**config.mk**
```make
export PLATFORM = sky130hd
export DESIGN_NAME = scbp_regs
export DESIGN_NICKNAME = d
export VERILOG_FILES = /design/src/design/scbp_pkg.sv /design/src/design/scbp_regs.sv
export SDC_FILE = /design/constraint.sdc
export NUM_CORES = 1
export LEC_CHECK = 0
export ABC_CLOCK_PERIOD_IN_PS = 5900
export BUFFER_PORTS_ARGS = -buffer_cell sky130_fd_sc_hd__buf_2
export CAP_MARGIN = 20
export CELL_PAD_IN_SITES_DETAIL_PLACEMENT = 1
export CELL_PAD_IN_SITES_GLOBAL_PLACEMENT = 2
export CORE_MARGIN = 5
export CORE_UTILIZATION = 31
export CTS_CLUSTER_SIZE = 30
export DETAILED_ROUTE_END_ITERATION = 7
export PLACE_DENSITY = 0.86
export SETUP_SLACK_MARGIN = 0.02
export SLEW_MARGIN = 0
export SYNTH_ARGS = -nofsm -noshare
export SYNTH_HDL_FRONTEND = slang
export SYNTH_SLANG_ARGS = --single-unit
```
**constraint.sdc**
```tcl
create_clock -name aclk -period 5.9 [get_ports aclk]
set_clock_uncertainty 0.1 [all_clocks]
set_input_delay 0.59 -clock aclk [delete_from_list [all_inputs] [get_ports aclk]]
set_output_delay 0.59 -clock aclk [all_outputs]
set_load 0.05 [all_outputs]
```
**src/design/scbp_pkg.sv**
```systemverilog
// Shared types and constants of the size class block pool.
`default_nettype none

package scbp_pkg;

    // Field and register widths
    localparam int CLASS_SLOTS = 4;
    localparam int CLASS_W     = 2;
    localparam int SIZE_W      = 16;
    localparam int COUNT_W     = 11;
    localparam int SUM_W       = 13;
    localparam int HANDLE_W    = 10;
    localparam int LINK_W      = 11;
    localparam int TYPE_W      = 2;
    localparam int STATUS_W    = 2;
    localparam int REG_IDX_W   = 3;

    // Port widths
    localparam int APB_ADDR_W  = 5;
    localparam int APB_DATA_W  = 32;
    localparam int S_TDATA_W   = 32;
    localparam int M_TDATA_W   = 16;

    // Parameter defaults
    localparam int MAX_CLASSES_DEF  = 4;
    localparam int TOTAL_BLOCKS_DEF = 1024;

    // Register indexes
    localparam logic [REG_IDX_W-1:0] REG_CLASS0_SIZE  = 3'd0;
    localparam logic [REG_IDX_W-1:0] REG_CLASS0_COUNT = 3'd4;

    typedef enum logic [TYPE_W-1:0] {
        REQ_INIT,
        REQ_ALLOC,
        REQ_FREE,
        REQ_REALLOC
    } req_type_t;

    typedef enum logic [STATUS_W-1:0] {
        ST_OK,
        ST_NO_BLOCK,
        ST_NO_CLASS,
        ST_BAD_CONFIG
    } status_t;

    typedef enum logic [2:0] {
        RES_INIT,
        RES_BAD,
        RES_NOBLK,
        RES_NOCLASS,
        RES_KEEP,
        RES_ALLOC
    } res_kind_t;

    // Class sizes and handle ranges, as the datapath sees them
    typedef struct packed {
        logic [CLASS_SLOTS-1:0][SIZE_W-1:0] size;
        logic [CLASS_SLOTS-1:0][SUM_W-1:0]  base;
        logic [CLASS_SLOTS-1:0][SUM_W-1:0]  stop;
        logic [SUM_W-1:0]                   total;
    } scbp_cfg_t;

    // Controller to datapath
    typedef struct packed {
        logic      load_req;
        logic      heads_init;
        logic      heads_clear;
        logic      walk_start;
        logic      walk_step;
        logic      pop_read;
        logic      pop_commit;
        logic      push;
        logic      res_set;
        res_kind_t res_kind;
        logic      out_load;
    } scbp_cmd_t;

    // Datapath to controller
    typedef struct packed {
        req_type_t req_type;
        logic      owner_hit;
        logic      owner_fits;
        logic      alloc_hit;
        logic      total_over;
        logic      total_zero;
        logic      walk_last;
        logic      out_free;
    } scbp_stat_t;

endpackage

`default_nettype wire

```
**src/design/scbp_regs.sv**
```systemverilog
// Configuration registers with derived class handle ranges.
`default_nettype none

module scbp_regs #(
    parameter int MAX_CLASSES = scbp_pkg::MAX_CLASSES_DEF
) (
    input  logic                             aclk,
    input  logic                             aresetn,
    input  logic                             psel,
    input  logic                             penable,
    input  logic                             pwrite,
    input  logic [scbp_pkg::APB_ADDR_W-1:0]  paddr,
    input  logic [scbp_pkg::APB_DATA_W-1:0]  pwdata,
    output logic [scbp_pkg::APB_DATA_W-1:0]  prdata,
    output logic                             pready,
    output scbp_pkg::scbp_cfg_t              cfg
);
    import scbp_pkg::*;

    logic [CLASS_SLOTS-1:0][SIZE_W-1:0]  size_reg;
    logic [CLASS_SLOTS-1:0][COUNT_W-1:0] count_reg;
    logic [CLASS_SLOTS-1:0][SUM_W-1:0]   base_reg;
    logic [CLASS_SLOTS-1:0][SUM_W-1:0]   base_next;
    logic [CLASS_SLOTS-1:0][SUM_W-1:0]   stop_reg;
    logic [CLASS_SLOTS-1:0][SUM_W-1:0]   stop_next;
    logic [SUM_W-1:0]                    total_reg;
    logic [SUM_W-1:0]                    total_next;
    logic [SUM_W-1:0]                    acc;
    logic                                wr_en;
    logic [REG_IDX_W-1:0]                reg_idx;

    assign pready  = 1'b1;
    assign wr_en   = psel & penable & pwrite;
    assign reg_idx = paddr[4:2];

    // Read back the addressed register
    always_comb begin
        if (reg_idx < REG_CLASS0_COUNT) begin
            prdata = APB_DATA_W'(size_reg[2'(reg_idx - REG_CLASS0_SIZE)]);
        end else begin
            prdata = APB_DATA_W'(count_reg[2'(reg_idx - REG_CLASS0_COUNT)]);
        end
    end

    // Prefix sums of the active class counts give each class its range
    always_comb begin
        acc = '0;
        for (int c = 0; c < CLASS_SLOTS; c++) begin
            base_next[c] = acc;
            if (c < MAX_CLASSES) begin
                acc = acc + SUM_W'(count_reg[c]);
            end
            stop_next[c] = acc;
        end
        total_next = acc;
    end

    // Hold registers and refresh ranges every cycle
    always_ff @(posedge aclk) begin
        if (!aresetn) begin
            size_reg  <= '0;
            count_reg <= '0;
            base_reg  <= '0;
            stop_reg  <= '0;
            total_reg <= '0;
        end else begin
            if (wr_en) begin
                if (reg_idx < REG_CLASS0_COUNT) begin
                    size_reg[2'(reg_idx - REG_CLASS0_SIZE)] <= pwdata[SIZE_W-1:0];
                end else begin
                    count_reg[2'(reg_idx - REG_CLASS0_COUNT)] <= pwdata[COUNT_W-1:0];
                end
            end
            base_reg  <= base_next;
            stop_reg  <= stop_next;
            total_reg <= total_next;
        end
    end

    assign cfg.size  = size_reg;
    assign cfg.base  = base_reg;
    assign cfg.stop  = stop_reg;
    assign cfg.total = total_reg;

endmodule

`default_nettype wire

```
### After elaboration in Yosys (flattened, before gate mapping)

Cells that the tools add are included.

* flip-flop bits (word level): 175
* latch bits: 0
* memory bits (writable): 0
* memory bits (read-only): 0
* bits of input ports: 42
* output and inout port bits: 214
* logic and storage cells: 42
* memories kept: 0

* add/subtract/negate cells: 4
* multipliers: 0
* div/mod/pow operators: 0
* $lt $le $gt $ge: 5
* equality and inequality tests: 0
* shift operators: 0
* multiplexer cells: 11
* bitwise gates (word level): 3
* reductions and logical operators: 4

Operators with widths (number)
* 64-bit bitwise mux: 1
* 16-bit 2-to-1 mux: 3
* 44-bit bitwise mux: 1
* 16-bit binary-select mux with 2-bit select: 1
* 16-bit demux with 2-bit select: 1
* 11-bit binary-select mux with 2-bit select: 1
* 11-bit demux with 2-bit select: 1
* 11-bit 2-to-1 mux: 2
* 12-bit by 11-bit adder with 13-bit output: 1
* 13-bit by 11-bit adder with 13-bit output: 1
* 11-bit by 11-bit adder with 12-bit output: 1
* 2-bit by 3-bit less-than comparator with 1-bit output (second input constant): 2
* 2-bit by 1-bit greater-or-equal comparator with 1-bit output (second input constant): 2
* 2-bit AND reduction: 2
* 3-bit less-than comparator (second input constant): 1
* 1-bit bitwise AND: 2
* 1-bit logical AND: 2
* 2-bit by 1-bit subtractor with 2-bit output (second input constant): 1
* 1-bit NOT: 1

### Depth between registers and ports, before layout

* depth in word-level cells: 6
* gate-level depth with buffers: 20
* mapped depth without buffers: 20

### Worst setup path after synthesis

OpenSTA, ideal clock, no wires.

* path type: register to register
* start: reg count_reg[11] (netlist name)
* end: reg total_reg[12]
* library setup time: 0.067 ns
* arrival time: 4.015 ns
* data required time: 5.733 ns
* slack: 1.718 ns
* stages on the path, launching flop included: 19
* period minus slack after synthesis: 4.182 ns
* path through: dfxtp_1 ha_1 fa_1 a21o_1 a21oi_1 a21oi_1 nor2_1 xnor2_1 ha_1 a2111oi_0 o21ai_1 a31o_1 a21oi_1 xnor2_1 ha_1 nand3_1 o221ai_1 mux2_2 o21ai_2

RTL lines
* start: declaration: line scbp_regs.sv:21 `logic [CLASS_SLOTS-1:0][COUNT_W-1:0] count_reg;`
* start signal: indexed assignment: line scbp_regs.sv:71 `count_reg[2'(reg_idx - REG_CLASS0_COUNT)] <= pwdata[COUNT_W-1:0];`
* end signal: assignment: line scbp_regs.sv:76 `total_reg <= total_next;`
* end: declaration: line scbp_regs.sv:26 `logic [SUM_W-1:0] total_reg;`

==> flow_summary.toml <==
[status]
status = "completed"

[routing]
routed_wl_um = 24700
drt_iter0_markers = 288
drc = 0
postRouteAntennaNets = 0
wire_per_inst_um = 18.2
avgViaCountPerCell = 4.72
dr.pass1.iters = 4
vias = 6413

[synthesis]
yosys-top-cells-area = "dfxtp_1 (38%), buf_4 (7.7%), nand2_1 (7.4%), mux4_2 (7.3%), ha_1 (5.4%)"
synth_top_cell_area_share = 0.378
synth_fa_ha_area_frac = 0.0614
syn_avg_cell_area_um2 = 9.42
synth.area.mux_share = 0.130
syn_inst = 883
synth_edf_count = 0
ys.flop_type = "dfxtp_1"
synth.distinct_cells = 52
synth-simple-area-share = 0.167
synth_top_area_cell = "dfxtp_1"
ys_ff_latch = 157
synth-compound-area-share = 0.130
synth-xor-area-share = 0.0263
synth_top_family_by_area = "simple AND/OR/NAND/NOR gates"
ys_seq_area_frac = 0.378
async_flop_share = 0
synth_common_cells = "nand2_1 (165), dfxtp_1 (157), buf_4 (85)"
syn_area_um2 = 8320
yosysWarnings = 0
synth_most_common_cell = "nand2_1"

[global_route]
grt_antenna_before_repair = 2
gr-total-overflow = 0
grt_pass1_vias = 6647
grt_max_degree = 87
grt_first_pass_wirelength_um = 38300
grtUsageTotal = 0.160

[sta]
worstMarginPinSlew_ns = 0.975
fin_crit_ns = 4.76
rsz0062_at_grt = "no"
setup_viol = 0
drv_slew = 0
post-route-period-util = 0.807
hold_viol = 0
fmax_mhz = 210
setup_tns_ns = 0
slew_headroom = 0.350

[finish]
final_layout_size_suffix_gt1_frac = 0.286
nNetsFinal = 1085
diodes = 0
largest_register_ffs = 100
syn_to_final_growth_pct = 16.9
fill_cells = 3111
post-route-util = 0.365

[clock_tree]
cts_num_sinks = 157
postCtsSetupBuffers = 0
postCtsHoldBufs = 0
clockRootBuffer = "clkbuf_16"
clock_latency_ns = 0.43
post_cts_resized = 0
cts_buffer_depth = 2
cts.htree.levels = 4
cts_made_buffers = 17
clk_transition_reported_paths_ns = 0.07
cts_tree = "built"

[setup_path]
start_kind = "register"
cp.arrival_ns = 5.02
critPathKind = "reg -> reg"
r2r_cells = 18
cp_cell_sequence = "ha_1 > fa_1 > a21o_1 > a21oi_1 > a21oi_1 > nor2_1 > xnor2_1 > ha_1 > a2111oi_0 > o21ai_1 > a31o_1 > a21oi_1 > xnor2_1 > ha_1 > nand3_1 > o221ai_1 > mux2_2 > o21ai_2"
endpoint_kind = "register"
r2r_end = "total_reg[12]$_SDFF_PN0_"
critPathMaxFanout = 6
reg2reg_from = "count_reg[0]$_SDFFE_PN0P_"
crit_path_top_delay_cell = "fa_1"
required_ns = 6.16
rrSetupSlack_ns = 1.14
max_stage_delay_ns = 0.42

[placed_design]
io_buffers = 201
dp_hpwl_um = 17800
gp_congestion = 0.784

[floorplanning]
dieArea_um2 = 30200
pin_count = 256
rows = 60
die_h_um = 174
core-area_um2 = 26700
die_width_um = 174
start_util = 0.312

[hold_path]
min_path_type = "in -> reg"
hold_path_startpoint = "pwdata[11]"
worst_hold_path.endpoint = "cfg[144]$_SDFFE_PN0P_"
min_path_cells = 3

[job]
cap_violations = 0

[power_and_ir_drop]
power_density_nw_per_um2 = 255
ir_drop_mv = 0.174
leakagePower_nw = 4.38
[area by class of cell]
class	count	area [µm²]	area share
timing repair buffer	207	1050	0.108
sequential	157	3140	0.323
clock buffer	20	457	0.0470
multi-input combinational	613	4430	0.455
clock inverter	12	186	0.0192
tap	341	427	0.0439
inverter	8	30.0	0.00309
[cells in the final DEF (no fill, tap or decap), types with 4 or more instances in the layout]
cell       Yosys  routed
nand2_1      165     165
buf_2         12     200
nand2b_1       7       7
inv_1          8       8
a211oi_1       7       7
or3_1          5       5
nor2b_1       40      40
clkinv_4       0       4
ha_1          36      36
and2_1        42      42
o21ai_0        7       7
bufinv_16      0       4
conb_1         2      36
nor2_1        15      12
mux2i_1       34      34
dfxtp_1      157     157
a21boi_1      36      36
mux4_2        27      27
buf_4         85       7
a21boi_0      40      40
mux2_2        12      12
xnor2_1       19      19
clkbuf_16      0      17
a21oi_1       21      21
a21o_1         9       9
nand3_1        7       7
xor2_1         6       6
[kinds of logic (layout without fill, tap and decap cells)]
kind of cell	after synthesis	count (layout)
adder cells (fa/ha/maj)	39	39
other	2	36
flip-flops	157	157
XOR/XNOR	25	25
AND/OR/NAND/NOR	294	294
buffers and inverters	147	247
multiplexers	73	73
AO/OA/AOI/OAI	146	146
[metrics by stage]
step	worst slack (ns)	total power, mW	hold WS, ns	instances	area (µm²)
floorplan	1.72	1.28	0.366	917	8450
global placement	1.30	1.30	0.351	1326	9080
detailed placement	1.18	1.30	0.360	1326	9080
CTS	1.13	2.50	0.319	1358	9730
global route	0.783	2.57	0.323	1358	9730
finish	1.14	2.48	0.335	1358	9730
[worst max-delay path, delay by kind of cell (launching register included)]
kind	cells	cell delay, ns
compound gates	9	1.95
fa+ha+maj	4	1.39
mux	1	0.38
flops	1	0.34
xor+xnor	2	0.28
simple gates	2	0.23
[how the worst max path moves through the flow]
stage,startpoint,to,slack (ns)
6_report,count_reg[0]$_SDFFE_PN0P_,total_reg[12]$_SDFF_PN0_,1.14
4_1_cts,count_reg[0]$_SDFFE_PN0P_,total_reg[12]$_SDFF_PN0_,1.13
5_1_grt,count_reg[0]$_SDFFE_PN0P_,total_reg[12]$_SDFF_PN0_,0.78
2_1_floorplan,count_reg[11]$_SDFFE_PN0P_,total_reg[12]$_SDFF_PN0_,1.72
3_5_place_dp,count_reg[0]$_SDFFE_PN0P_,total_reg[12]$_SDFF_PN0_,1.18
3_3_place_gp,count_reg[0]$_SDFFE_PN0P_,total_reg[12]$_SDFF_PN0_,1.30
[where the power goes]
group          switching, mW  internal, mW
registers            0.00608          1.07
logic                  0.155        0.0477
clock network          0.464         0.735
total                  0.625          1.85
[layer usage]
layer / vias to the layer above / global-route usage / share of wire
met3: 33 / 0.0353 / 0.044
met5: - / 0 / 0.0011
met1: 3119 / 0.193 / 0.43
met4: 4 / 0.0544 / 0.025
li1: 3105 / - / -
met2: 152 / 0.280 / 0.50
Note: power is estimated with default switching activity, not from simulation.
