[config.mk]
export PLATFORM = sky130hd
export DESIGN_NAME = scbp_ctrl
export DESIGN_NICKNAME = d
export VERILOG_FILES = /design/src/design/scbp_pkg.sv /design/src/design/scbp_ctrl.sv
export SDC_FILE = /design/constraint.sdc
export NUM_CORES = 1
export LEC_CHECK = 0
export BUFFER_PORTS_ARGS = -buffer_cell sky130_fd_sc_hd__buf_2
export CORE_AREA = 2 2 39 41
export CTS_CLUSTER_DIAMETER = 100
export DETAILED_ROUTE_END_ITERATION = 6
export DIE_AREA = 0 0 41 43
export GPL_ROUTABILITY_DRIVEN = 0
export SKIP_LAST_GASP = 1
export SYNTH_ARGS = -nofsm -noshare
export SYNTH_HDL_FRONTEND = slang
export SYNTH_SLANG_ARGS = --single-unit
export TNS_END_PERCENT = 50
[constraint.sdc]
create_clock -name aclk -period 2.7 [get_ports aclk]
set_input_delay 0.135 -clock aclk [delete_from_list [all_inputs] [get_ports aclk]]
set_output_delay 0.135 -clock aclk [all_outputs]
set_load 0.03 [all_outputs]
[src/design/scbp_pkg.sv]
// Shared types and constants of the size class block pool.
`default_nettype none

package scbp_pkg;

    // Field and register widths
    localparam int CLASS_SLOTS = 4;
    localparam int CLASS_W     = 2;
    localparam int SIZE_W      = 16;
    localparam int COUNT_W     = 11;
    localparam int SUM_W       = 13;
    localparam int HANDLE_W    = 10;
    localparam int LINK_W      = 11;
    localparam int TYPE_W      = 2;
    localparam int STATUS_W    = 2;
    localparam int REG_IDX_W   = 3;

    // Port widths
    localparam int APB_ADDR_W  = 5;
    localparam int APB_DATA_W  = 32;
    localparam int S_TDATA_W   = 32;
    localparam int M_TDATA_W   = 16;

    // Parameter defaults
    localparam int MAX_CLASSES_DEF  = 4;
    localparam int TOTAL_BLOCKS_DEF = 1024;

    // Register indexes
    localparam logic [REG_IDX_W-1:0] REG_CLASS0_SIZE  = 3'd0;
    localparam logic [REG_IDX_W-1:0] REG_CLASS0_COUNT = 3'd4;

    typedef enum logic [TYPE_W-1:0] {
        REQ_INIT,
        REQ_ALLOC,
        REQ_FREE,
        REQ_REALLOC
    } req_type_t;

    typedef enum logic [STATUS_W-1:0] {
        ST_OK,
        ST_NO_BLOCK,
        ST_NO_CLASS,
        ST_BAD_CONFIG
    } status_t;

    typedef enum logic [2:0] {
        RES_INIT,
        RES_BAD,
        RES_NOBLK,
        RES_NOCLASS,
        RES_KEEP,
        RES_ALLOC
    } res_kind_t;

    // Class sizes and handle ranges, as the datapath sees them
    typedef struct packed {
        logic [CLASS_SLOTS-1:0][SIZE_W-1:0] size;
        logic [CLASS_SLOTS-1:0][SUM_W-1:0]  base;
        logic [CLASS_SLOTS-1:0][SUM_W-1:0]  stop;
        logic [SUM_W-1:0]                   total;
    } scbp_cfg_t;

    // Controller to datapath
    typedef struct packed {
        logic      load_req;
        logic      heads_init;
        logic      heads_clear;
        logic      walk_start;
        logic      walk_step;
        logic      pop_read;
        logic      pop_commit;
        logic      push;
        logic      res_set;
        res_kind_t res_kind;
        logic      out_load;
    } scbp_cmd_t;

    // Datapath to controller
    typedef struct packed {
        req_type_t req_type;
        logic      owner_hit;
        logic      owner_fits;
        logic      alloc_hit;
        logic      total_over;
        logic      total_zero;
        logic      walk_last;
        logic      out_free;
    } scbp_stat_t;

endpackage

`default_nettype wire

[src/design/scbp_ctrl.sv]
// Controller: sequences one request at a time through the datapath.
`default_nettype none

module scbp_ctrl (
    input  logic                  aclk,
    input  logic                  aresetn,
    input  logic                  s_tvalid,
    output logic                  s_tready,
    input  scbp_pkg::scbp_stat_t  stat,
    output scbp_pkg::scbp_cmd_t   cmd
);
    import scbp_pkg::*;

    typedef enum logic [2:0] {
        S_IDLE,
        S_DECODE,
        S_WALK,
        S_POP,
        S_RESP
    } state_t;

    state_t state_reg;
    state_t state_next;

    // Next state and commands
    always_comb begin
        cmd        = '0;
        state_next = state_reg;
        case (state_reg)
            S_IDLE: begin
                if (s_tvalid) begin
                    cmd.load_req = 1'b1;
                    state_next   = S_DECODE;
                end
            end
            S_DECODE: begin
                cmd.res_set = 1'b1;
                state_next  = S_RESP;
                case (stat.req_type)
                    REQ_INIT: begin
                        if (stat.total_over) begin
                            cmd.heads_clear = 1'b1;
                            cmd.res_kind    = RES_BAD;
                        end else begin
                            cmd.heads_init = 1'b1;
                            cmd.res_kind   = RES_INIT;
                            if (!stat.total_zero) begin
                                cmd.walk_start = 1'b1;
                                state_next     = S_WALK;
                            end
                        end
                    end
                    REQ_ALLOC: begin
                        if (stat.alloc_hit) begin
                            cmd.res_set  = 1'b0;
                            cmd.pop_read = 1'b1;
                            state_next   = S_POP;
                        end else begin
                            cmd.res_kind = RES_NOBLK;
                        end
                    end
                    REQ_FREE: begin
                        if (stat.owner_hit) begin
                            cmd.push     = 1'b1;
                            cmd.res_kind = RES_KEEP;
                        end else begin
                            cmd.res_kind = RES_NOCLASS;
                        end
                    end
                    REQ_REALLOC: begin
                        if (!stat.owner_hit) begin
                            cmd.res_kind = RES_NOCLASS;
                        end else if (stat.owner_fits) begin
                            cmd.res_kind = RES_KEEP;
                        end else if (stat.alloc_hit) begin
                            cmd.res_set  = 1'b0;
                            cmd.pop_read = 1'b1;
                            state_next   = S_POP;
                        end else begin
                            cmd.res_kind = RES_NOBLK;
                        end
                    end
                    default: begin
                        cmd.res_kind = RES_NOCLASS;
                    end
                endcase
            end
            S_WALK: begin
                cmd.walk_step = 1'b1;
                if (stat.walk_last) begin
                    state_next = S_RESP;
                end
            end
            S_POP: begin
                cmd.pop_commit = 1'b1;
                cmd.push       = (stat.req_type == REQ_REALLOC);
                cmd.res_set    = 1'b1;
                cmd.res_kind   = RES_ALLOC;
                state_next     = S_RESP;
            end
            S_RESP: begin
                if (stat.out_free) begin
                    cmd.out_load = 1'b1;
                    state_next   = S_IDLE;
                end
            end
            default: begin
                state_next = S_IDLE;
            end
        endcase
    end

    always_ff @(posedge aclk) begin
        if (!aresetn) begin
            state_reg <= S_IDLE;
        end else begin
            state_reg <= state_next;
        end
    end

    assign s_tready = (state_reg == S_IDLE);

    // A pop commit comes in the cycle right after its read
    a_pop_order: assert property (@(posedge aclk) disable iff (!aresetn)
        cmd.pop_commit |-> $past(cmd.pop_read))
        else $error("pop commit without a preceding read");

    // The init walk runs without gaps until its last block
    a_walk_run: assert property (@(posedge aclk) disable iff (!aresetn)
        (cmd.walk_step && !stat.walk_last) |=> cmd.walk_step)
        else $error("init walk interrupted");

    // A result never overwrites a beat still waiting
    a_out_free: assert property (@(posedge aclk) disable iff (!aresetn)
        cmd.out_load |-> stat.out_free)
        else $error("result loaded over a waiting beat");

endmodule

`default_nettype wire

* Word level (Yosys, flattened, before mapping)
Cells that the tools add are included.
** Storage, ports and cells
- Register bits after elaboration :: 3
- Input port bits :: 12
** Operators by class
- Eq/ne operators :: 10
- Multiplexer cells :: 40
- Reduce and logical (&&, ||, !) cells :: 3
** Operators by type and width (number)
- $mux W3 :: 13
- $mux W1 :: 20
- $pmux W3 S5 :: 1
- $pmux W3 S4 :: 1
- $pmux W5 S2 :: 1
- $pmux W3 S3 :: 1
- $eq A3 B2 Y1 const B :: 2
- $ne A2 B2 Y1 const B :: 3
- $eq A2 B2 Y1 const B :: 2
- $pmux W1 S2 :: 2
- $eq A3 B1 Y1 const B :: 1
- $eq A3 B3 Y1 const B :: 1
- $logic_not A3 Y1 :: 1
- $reduce_and A3 Y1 :: 1
- $eq A2 B1 Y1 const B :: 1
- $logic_not A2 Y1 :: 1
- $mux W2 :: 1

* Depth between registers and ports, before layout
Gate-level depths: netlist of the first run.
- Word-level depth :: 5
- Depth in mapped cells :: 5

* Worst setup path after synthesis of the first run
OpenSTA, ideal clock, no wires.
- Path kind :: reg-to-output
- From :: register state_reg[1]
- To :: output cmd[12] in the netlist's numbering
- Arrival :: 1.570 ns
- Required time :: 2.565 ns
- Path slack :: 0.995 ns
- Stages on the path, launching flop included :: 4
- Path buffers :: 1
- Cells stage by stage :: dfxtp_1 -> buf_4 -> nor3_1 -> and2_1
** RTL lines
- start, declared :: line scbp_ctrl.sv:22 : state_t state_reg;
- start signal, assigned :: line scbp_ctrl.sv:117 : state_reg <= state_next;
- end, declared :: line scbp_ctrl.sv:10 : output scbp_pkg::scbp_cmd_t cmd

==> results.md, run 1 <==
* Outcome: completed
* Tmin final at between 1000 and 1500 ps
* Simple-Gate Fraction of Synth Area at 44.2%
* Worst slew pin tran at 405 ps
* Max-cap violation count at 0
* Number of global-route vias before repair at approximately 400
* Largest net degree at the start of global routing at 11
* Synth warn at 0
* Placed cells at just over 90
* Synth Area in Compound Gates at a little under a third
* Mapped Avg Cell Area at 6.81 sq um
* Clk_lat worst skew at 230 ps
* Worst-path fanout max at 10
* PostCTS Resize Cnt at 0
* Setup_tns at 0 ps
* Avg Vias per Cell at 4.70
* Max-slew violations at 0
* Hold_buf cts at 0
* Primary FF master, synth: dfxtp_1
* Final hold vios at 0
* Worst Setup Path Type: flip-flop to output port
* Crit end category: output port
* Post-synth top area share at 16.3%
* Max Buffers Root-to-Sink at 2
* Crit share post-route at 55.5%
* Worst path required time at 2570 ps
* Multi-input logic area at 277 sq um
* Nets@finish at 94
* Antenna diodes at 0
* HPWL after DPL at around 800 um
* Synth area leaders: dfxtp_1 16%, nand2b_1 10%, nor2_1 8.2%
* TritonRoute pass-1 iters at 2
* #FFs+latches synth at 3
* Core Area at 0.00138 sq mm
* HP Class: input port to flip-flop
* Mux cell area share after synthesis at 0%
* Yosys cell types at 24
* Routing usage on met2 at 16.6%
* Hold depth at 3
* FP Rows at 14
* Setup Skew at 2.19 ps
* CTS sink cnt at 3
* Storage cell area at 60.1 sq um
* RSZ-0062 raised after global routing: no
* Leakage at between 0.2 and 0.3 nW
* Power density over cell area at 1000 mW/mm^2
* Worst setup SP type: flip-flop
* Synth cell count leaders: 8 x nor2_1, 6 x nand2b_1, 5 x inv_1, 5 x nand2_1, 4 x a21oi_1
* Die ar. at 0.00176 sq mm
* Clk pin slew, worst setup/hold paths at approximately 40 ps
* Post-DP Area at about 500 sq um
* Area growth from synthesis to layout at 43.2%
* Final ANT Viol Nets at 0
* CP Data Arrival Time at roughly 1400 ps
* Starting DRT DRC Count at 6
* Tot Pwr at roughly 0.53 mW
* Met1 usage at 17.9%
* Post-Synth XOR/XNOR Area at 0%
* Peak VDD IR at between 0.3 and 0.4 mV
* Reg2Reg Depth at 4
* Relative slew slack at 72.6%
* I/O Buffers at 25
* Syn nets at 66
* CTS tree: yes
* I/O pin total at 26
* GR Util met3 at less than 1%
* Max stage delay cell, worst path: dfxtp_1
* Antenna violations before repair at 0
* All-Layer GR Usage at 12.2%
* Post-synth ARST share at 0%
* CTS root buf: clkbuf_4
* Post-CTS Setup Bufs at 0
* Max reg flops at 3
* Avg WL per Cell at 9.96 um
* Crit-path max cell delay at between 500 and 600 ps
* Via count at 456
* Initial core utilization at 26.6%
* EDFF count, synth at 0
* Final Instance Area at between 500 and 600 sq um
* Share of layout cells above drive strength 1 at 39.5%
* Fmax at 667 MHz
* Seq/Total Area, Yosys at 16.3%
* Endpoints failing setup at 0
* Cells after Synth at 54
* Count leader, synth: nor2_1
* Global-route wire length before repair at 1.55 mm
* Cell Chain, Critical Path: nand3_2 > nor3_2 > buf_2
* Area of the mapped netlist at 368 sq um
* Largest area contributor in the netlist: dfxtp_1
* Largest family of logic cells by synthesized area: simple AND/OR/NAND/NOR gates
* Die W at 41 um
* Synth Area in Adders at 0%
* Fin cells at between 90 and 100
* Die height at 43 um
* CTS Buf Count at 3
* Grt total ovfl at 0
* Hold Slack at 173 ps
* Fillers at approximately 160
* GRT Max-Usage Layer: met1
* H-tree level count at 1
* # DRC at 0
* Total Routed Length at 966 um
[cells by family after synthesis]
kind of cell           count (synthesis)
AO/OA/AOI/OAI                         14
flip-flops                             3
AND/OR/NAND/NOR                       30
buffers and inverters                  7
[per-stage QoR]
stage               util [%]  setup slack (ps)
global route            38.1              1090
floorplan                  -               995
CTS                     38.1              1190
detailed placement      36.2              1350
global placement        36.2              1390
finish                  38.1              1200
[where the power goes]
group / internal [mW] / total (mW) / leakage (nW) / switching (mW)
logic: 0.118 / 0.332 / 0.217 / 0.214
clock network: 0.0553 / 0.0779 / 0.0150 / 0.0225
registers: 0.0639 / 0.118 / 0.0248 / 0.0541
total: 0.237 / 0.528 / 0.256 / 0.290
[critical path: cells and delay by family (launching register included)]
family | cells | cell delay (ps)
flops | 1 | 550
simple gates | 2 | 340
buf+inv | 1 | 230
[cells in the final DEF (no fill, tap or decap), types with 3 or more instances in the layout]
cell type and instances:
buf_2 25, dfxtp_1 3, nand2b_1 6, nor2_1 8, clkbuf_4 3, nand2_1 5, a21oi_1 4, inv_1 5
[per-layer routing]
layer / vias to the layer above / part of all wire, % / routed length [um]
met5: - / 0 / 0
li1: 247 / - / -
met2: 13 / 46 / 444
met4: 0 / 0 / 0
met3: 0 / 6.9 / 67
met1: 196 / 47 / 454
[cell type report]
| cell class | count | share of cell area (%) |
|---|---|---|
| timing repair buffer | 25 | 23.8 |
| inverter | 5 | 3.56 |
| tap | 16 | 3.80 |
| sequential | 3 | 11.4 |
| clock buffer | 4 | 4.99 |
| multi-input combinational | 44 | 52.5 |
[worst paths after layout]
kind / startpoint / end / slack, ps
worst max-delay path: state_reg[0] / cmd[9] / 1200
worst min-delay path: aresetn / state_reg[2] / 170
worst max register to register: state_reg[1] / state_reg[2] / 1360
worst min register to register: state_reg[1] / state_reg[2] / 730
Power figures use the tool's default switching activity.
==> inputs of run 2 (changes only) <==
==> constraint.sdc (replaced) <==
create_clock -name aclk -period 1.3 [get_ports aclk]
set_input_delay 0.065 -clock aclk [delete_from_list [all_inputs] [get_ports aclk]]
set_output_delay 0.065 -clock aclk [all_outputs]
set_load 0.03 [all_outputs]
==> run 2 against run 1 <==
Net effect:
- hold slack got worse by 44 ps
- wire length rose by 15%
- setup slack got worse by 1200 ps
- clock skew barely moved
- sequential power rose by 93%
- register-to-register slack got worse by 1300 ps
- core utilization rose by 4.7 points
- die area did not move
- largest cell class unchanged
- highest routed layer unchanged
==> results.md, run 2 (synthesis gave the netlist of run 1 again) <==
* Largest net degree at the start of global routing at 10
* Max reg flops at 3
* I/O pin total at 26
* Via count at 482
* Leakage at 0.284 nW
* # DRC at 0
* Storage cell area at 65.1 sq um
* CTS tree: yes
* Max Buffers Root-to-Sink at 2
* HP Class: input port to flip-flop
* CTS sink cnt at 3
* Crit-path max cell delay at 360 ps
* Fmax at around 770 MHz
* Relative slew slack at 73.3%
* Starting DRT DRC Count at 5
* Clk pin slew, worst setup/hold paths at around 30 ps
* RSZ-0062 raised after global routing: yes
* Commonest cells after routing, fill and taps aside: 20 x buf_2, 8 x nor2_1, 8 x buf_4
* Met2 WL at 549 um
* Antenna diodes at 0
* Setup Skew at 1.88 ps
* Endpoints failing setup at 0
* Core Area at 0.00138 sq mm
* Worst-path fanout max at 5
* Global-route wire length before repair at 1.53 mm
* Worst setup SP type: flip-flop
* Tot Pwr at 1.25 mW
* All-Layer GR Usage at 12.8%
* Bufs and invs on worst path at 2
* Initial core utilization at a little over a quarter
* Max-slew violations at 0
* I/O Buffers at 25
* Avg WL per Cell at 11.0 um
* Avg Vias per Cell at 4.77
* Hold_buf cts at 0
* Area growth from synthesis to layout at 60.9%
* Outcome: completed
* H-tree level count at 1
* Crit end category: output port
* Worst slew pin tran at 395 ps
* Antenna violations before repair at 0
* Final hold vios at 0
* Max stage delay cell, worst path: dfxtp_4
* Grt total ovfl at 0
* WL met3 at 80 um
* Share of layout cells above drive strength 1 at 48.2%
* Post-CTS Setup Bufs at 0
* FP Rows at 14
* CP Data Arrival Time at 1230 ps
* Highest metal used: met3
* Worst Setup Path Type: flip-flop to output port
* TritonRoute pass-1 iters at 3
* Max-cap violation count at 0
* Number of global-route vias before repair at 408
* Peak VDD IR at between 1 and 1.5 mV
* Final ANT Viol Nets at 0
* WL met1 at approximately 480 um
* Nets@finish at slightly below 100
* Crit share post-route at 99.3%
* Power density over cell area at approximately 2100 mW/mm^2
* Worst path required time at 1240 ps
* Fillers at 160
* Critical path's top delay family: flip-flops
* Multi-input logic area at just under 300 sq um
* Cell Chain, Critical Path: buf_6 > nand2b_1 > o22ai_1 > buf_4
* Commonest non-fill, non-tap cell in the layout: buf_2
* Die height at 43 um
* Total Routed Length at 1.11 mm
* HPWL after DPL at 892 um
* Final Util at 42.8%
* CTS Buf Count at 3
* Die W at about 41 um
* Clk_lat worst skew at roughly 230 ps
* CTS root buf: clkbuf_4
* Tmin final at 1290 ps
* Die ar. at 0.00176 sq mm
==> run 2: where the power goes <==
group / switching, mW / total (mW) / internal, mW
clock network: 0.0476 / 0.163 / 0.115
registers: 0.0826 / 0.228 / 0.145
logic: 0.531 / 0.858 / 0.328
total: 0.661 / 1.25 / 0.587
==> run 2: final timing paths <==
check,depth (start not counted),start,end,slack [ps]
hold reg to reg,3,state_reg[1],state_reg[0],580
setup / recovery,4,state_reg[1],cmd[3],10
setup reg to reg,4,state_reg[2],state_reg[2],30
hold / removal,3,aresetn,state_reg[0],130
==> run 2: layout make-up <==
type / instances / share of cell area, %
Multi-Input combinational cell: 44 / 49.0
Sequential cell: 3 / 11.0
Tap cell: 16 / 3.38
Timing Repair Buffer: 29 / 29.0
Inverter: 5 / 3.17
Clock buffer: 4 / 4.44
==> run 2: layer usage <==
metal	global-route usage, %	vias up
met5	0	-
met4	4.00	0
met3	6.28	0
met2	21.6	14
met1	13.1	216
li1	-	252
==> run 2: through the flow <==
stage | setup slack [ps] | cell area, sq um | setup TNS (ps) | hold WS (ps) | std cells
detailed placement | 82.3 | 544 | 0 | 365 | 97
finish | 9.62 | 592 | 0 | 129 | 101
floorplan | -40.7 | 382 | -40.7 | 177 | 54
global route | -57.0 | 592 | -261 | 124 | 101
global placement | 65.8 | 544 | 0 | 359 | 97
CTS | -16.0 | 583 | -16.0 | 121 | 101
==> run 2: worst register-to-register path, stage by stage (launching register included) <==
cell and delay, ps:
dfxtp_1 370, buf_4 170, nor4b_1 350, nor2_1 110, a31oi_1 190
==> run 2: timing repair <==
| item | CTS | global route |
|---|---|---|
| pin swaps | 0 | 1 |
| cloned | 0 | 0 |
| endpoints found under the setup margin | 12 | 9 |
| gates resized for setup | 7 | 3 |
| hold endpoints to repair | 0 | 0 |
==> inputs of run 3 (changes only) <==
--- a/config.mk
+++ b/config.mk
@@ -5,6 +5,7 @@
 export SDC_FILE = /design/constraint.sdc
 export NUM_CORES = 1
 export LEC_CHECK = 0
+export ABC_AREA = 1
 export BUFFER_PORTS_ARGS = -buffer_cell sky130_fd_sc_hd__buf_2
 export CORE_AREA = 2 2 39 41
 export CTS_CLUSTER_DIAMETER = 100
==> run 3 against run 2 <==
Net effect:
- wire length fell by 1.7%
- sequential power fell by 37%
- hold slack got worse by 44 ps
- final cell count rose by 19%
- setup slack improved by 24 ps
- register-to-register slack improved by 130 ps
- maximum frequency rose by 1.9%
- global-route usage rose by 0.80 points
- clock skew barely moved
- via count rose by 12%
- sequential share of layout area fell by 0.13 points
- clock-buffer cell count did not move
==> results.md, run 3 <==
* Outcome: completed
* TritonRoute pass-1 iters at 2
* Die ar. at 0.00176 sq mm
* Comb pwr share at slightly below 60%
* Sw Ratio at a little under half
* Peak VDD IR at 0.610 mV
* Tot Pwr at 0.765 mW
* Worst Setup SP: state_reg[1]
* Crit share post-route at 97.4%
* Relative slew slack at 87.7%
* Die W at 41 um
* Share of layout cells above drive strength 1 at 45.2%
* Post-synth ARST share at 0%
* All-Layer GR Usage at 13.6%
* H-tree level count at 1
* Setup Skew at 2.06 ps
* I/O pin total at 26
* Grt total ovfl at 0
* Core Area at 0.00138 sq mm
* Worst path required time at roughly 1200 ps
* Power density over cell area at 1250 mW/mm^2
* Hold Slack at between 80 and 90 ps
* Commonest non-fill, non-tap cell in the layout: buf_2
* Nets@finish at 117
* Reg-to-Reg End: state_reg[1]
* Max-slew violations at 0
* Primary FF master, synth: dfxtp_1
* Syn nets at between 80 and 90
* Crit end category: output port
* Tmin final at 1270 ps
* Max Buffers Root-to-Sink at 2
* Final Util at 44.1%
* Area growth from synthesis to layout at 64.3%
* Sequential fraction of design power at 18.7%
* WL met3 at 83 um
* Synth warn at 0
* Initial core utilization at 26.9%
* Area of the mapped netlist at between 300 and 400 sq um
* EDFF count, synth at 0
* CTS Buf Count at 3
* CTS sink cnt at 3
* Antenna diodes at 0
* Final Instance Area at 611 sq um
* Reg2Reg Depth at 7
* Fin cells at between 100 and 150
* Fmax at 789 MHz
* Largest net degree at the start of global routing at 10
* RSZ-0062 raised after global routing: yes
* Max reg flops at 3
* Total Routed Length at 1.09 mm
* # DRC at 0
* Avg Vias per Cell at 4.51
* Yosys cell types at 18
* HPWL after DPL at between 800 and 900 um
* Worst R2R Start: state_reg[0]
* Starting DRT DRC Count at 3
* Largest area contributor in the netlist: dfxtp_1
* Worst slew pin tran at 183 ps
* Post-DP Area at 518 sq um
* HP Class: input port to flip-flop
* Worst-path fanout max at 5
* Antenna violations before repair at 0
* Clk_lat worst skew at 240 ps
* Post-synth top area share at approximately 16%
* Cell internal pwr at between 0.3 and 0.4 mW
* Synth area leaders: dfxtp_1 16%, nand2_1 14%, nor2_1 14%
* Clk pin slew, worst setup/hold paths at 40 ps
* Placed cells at 112
* WL met1 at 445 um
* Die height at approximately 43 um
* Via count at 541
* Number of global-route vias before repair at 459
* Final hold vios at 0
* Max-cap violation count at 0
* Leakage at between 0.3 and 0.4 nW
* Commonest cells after routing, fill and taps aside: 21 x buf_2, 14 x nand2_1, 13 x inv_1
* P_sw at 0.367 mW
* #FFs+latches synth at 3
* Reg-to-reg slack, setup at 160 ps
* Mapped Avg Cell Area at 5.16 sq um
* Synth cell count leaders: 14 x nand2_1, 14 x nor2_1, 13 x inv_1, 6 x nand3_1, 4 x a21oi_1
* CTS tree: yes
* I/O Buffers at 25
* CP Data Arrival Time at 1200 ps
* Worst setup SP type: flip-flop
* Final ANT Viol Nets at 0
* Hold_buf cts at 0
* FP Rows at 14
* Highest metal used: met4
* Avg WL per Cell at 9.08 um
* Clock Power Share at 21.6%
* Cells after Synth at 72
* CTS root buf: clkbuf_4
* Seq/Total Area, Yosys at between 10% and 20%
* Endpoints failing setup at 0
* Global-route wire length before repair at 1.68 mm
* Met2 WL at 539 um
* Worst Setup EP: cmd[5]
* Worst Setup Path Type: flip-flop to output port
run 3: repair_timing:
action,4_1_cts,5_1_grt
pin swaps,1,1
gates resized for setup,11,5
buffers inserted,4,0
setup endpoints to repair,7,10
run 3: cell families after synthesis:
| logic type | Yosys count | synth area share (%) |
|---|---|---|
| AO/OA/AOI/OAI | 9 | 13.5 |
| AND/OR/NAND/NOR | 43 | 52.9 |
| flip-flops | 3 | 16.2 |
| buffers and inverters | 17 | 17.5 |
run 3: worst max-delay path: stages, from the launching register on:
cell and delay, ps:
dfxtp_4 380, nand2_2 80, inv_1 50, nand2_1 90, o22ai_1 170, buf_4 180
run 3: power groups by stage:
stage	Clock, mW	Combinational (mW)	Sequential, mW
after floorplan	0	0.284	0.129
after global placement	0	0.383	0.131
after detailed placement	0	0.382	0.133
after CTS	0.172	0.454	0.140
after global routing	0.178	0.507	0.145
final	0.165	0.456	0.143
run 3: worst min-delay path by stage:
stage,start,endpoint,slack [ps],cells past startpoint
5_1_grt,aresetn,state_reg[0],100,3
3_5_place_dp,aresetn,state_reg[0],330,3
2_1_floorplan,stat[3],cmd[11],200,1
4_1_cts,aresetn,state_reg[2],80,3
6_report,aresetn,state_reg[2],80,3
3_3_place_gp,aresetn,state_reg[0],330,3
run 3: stage by stage:
stage | setup TNS, ps | worst slack [ps]
detailed placement | 0 | 138
global route | -103 | -28.7
floorplan | -143 | -143
CTS | 0 | 0.449
finish | 0 | 33.2
global placement | 0 | 179
run 3: area by class of cell:
cell class	count	area, sq um
fillers	164	773
clock buffers	4	26.3
well taps	16	20.0
inverters	16	65.1
repair buffers	29	165
multi-input cells	52	268
flip-flops and latches	3	66.3
run 3: layer usage:
metal	vias to the layer above	track usage, %
li1	290	-
met1	230	16.7
met2	19	21.6
met3	2	1.57
met4	0	8.00
met5	-	0
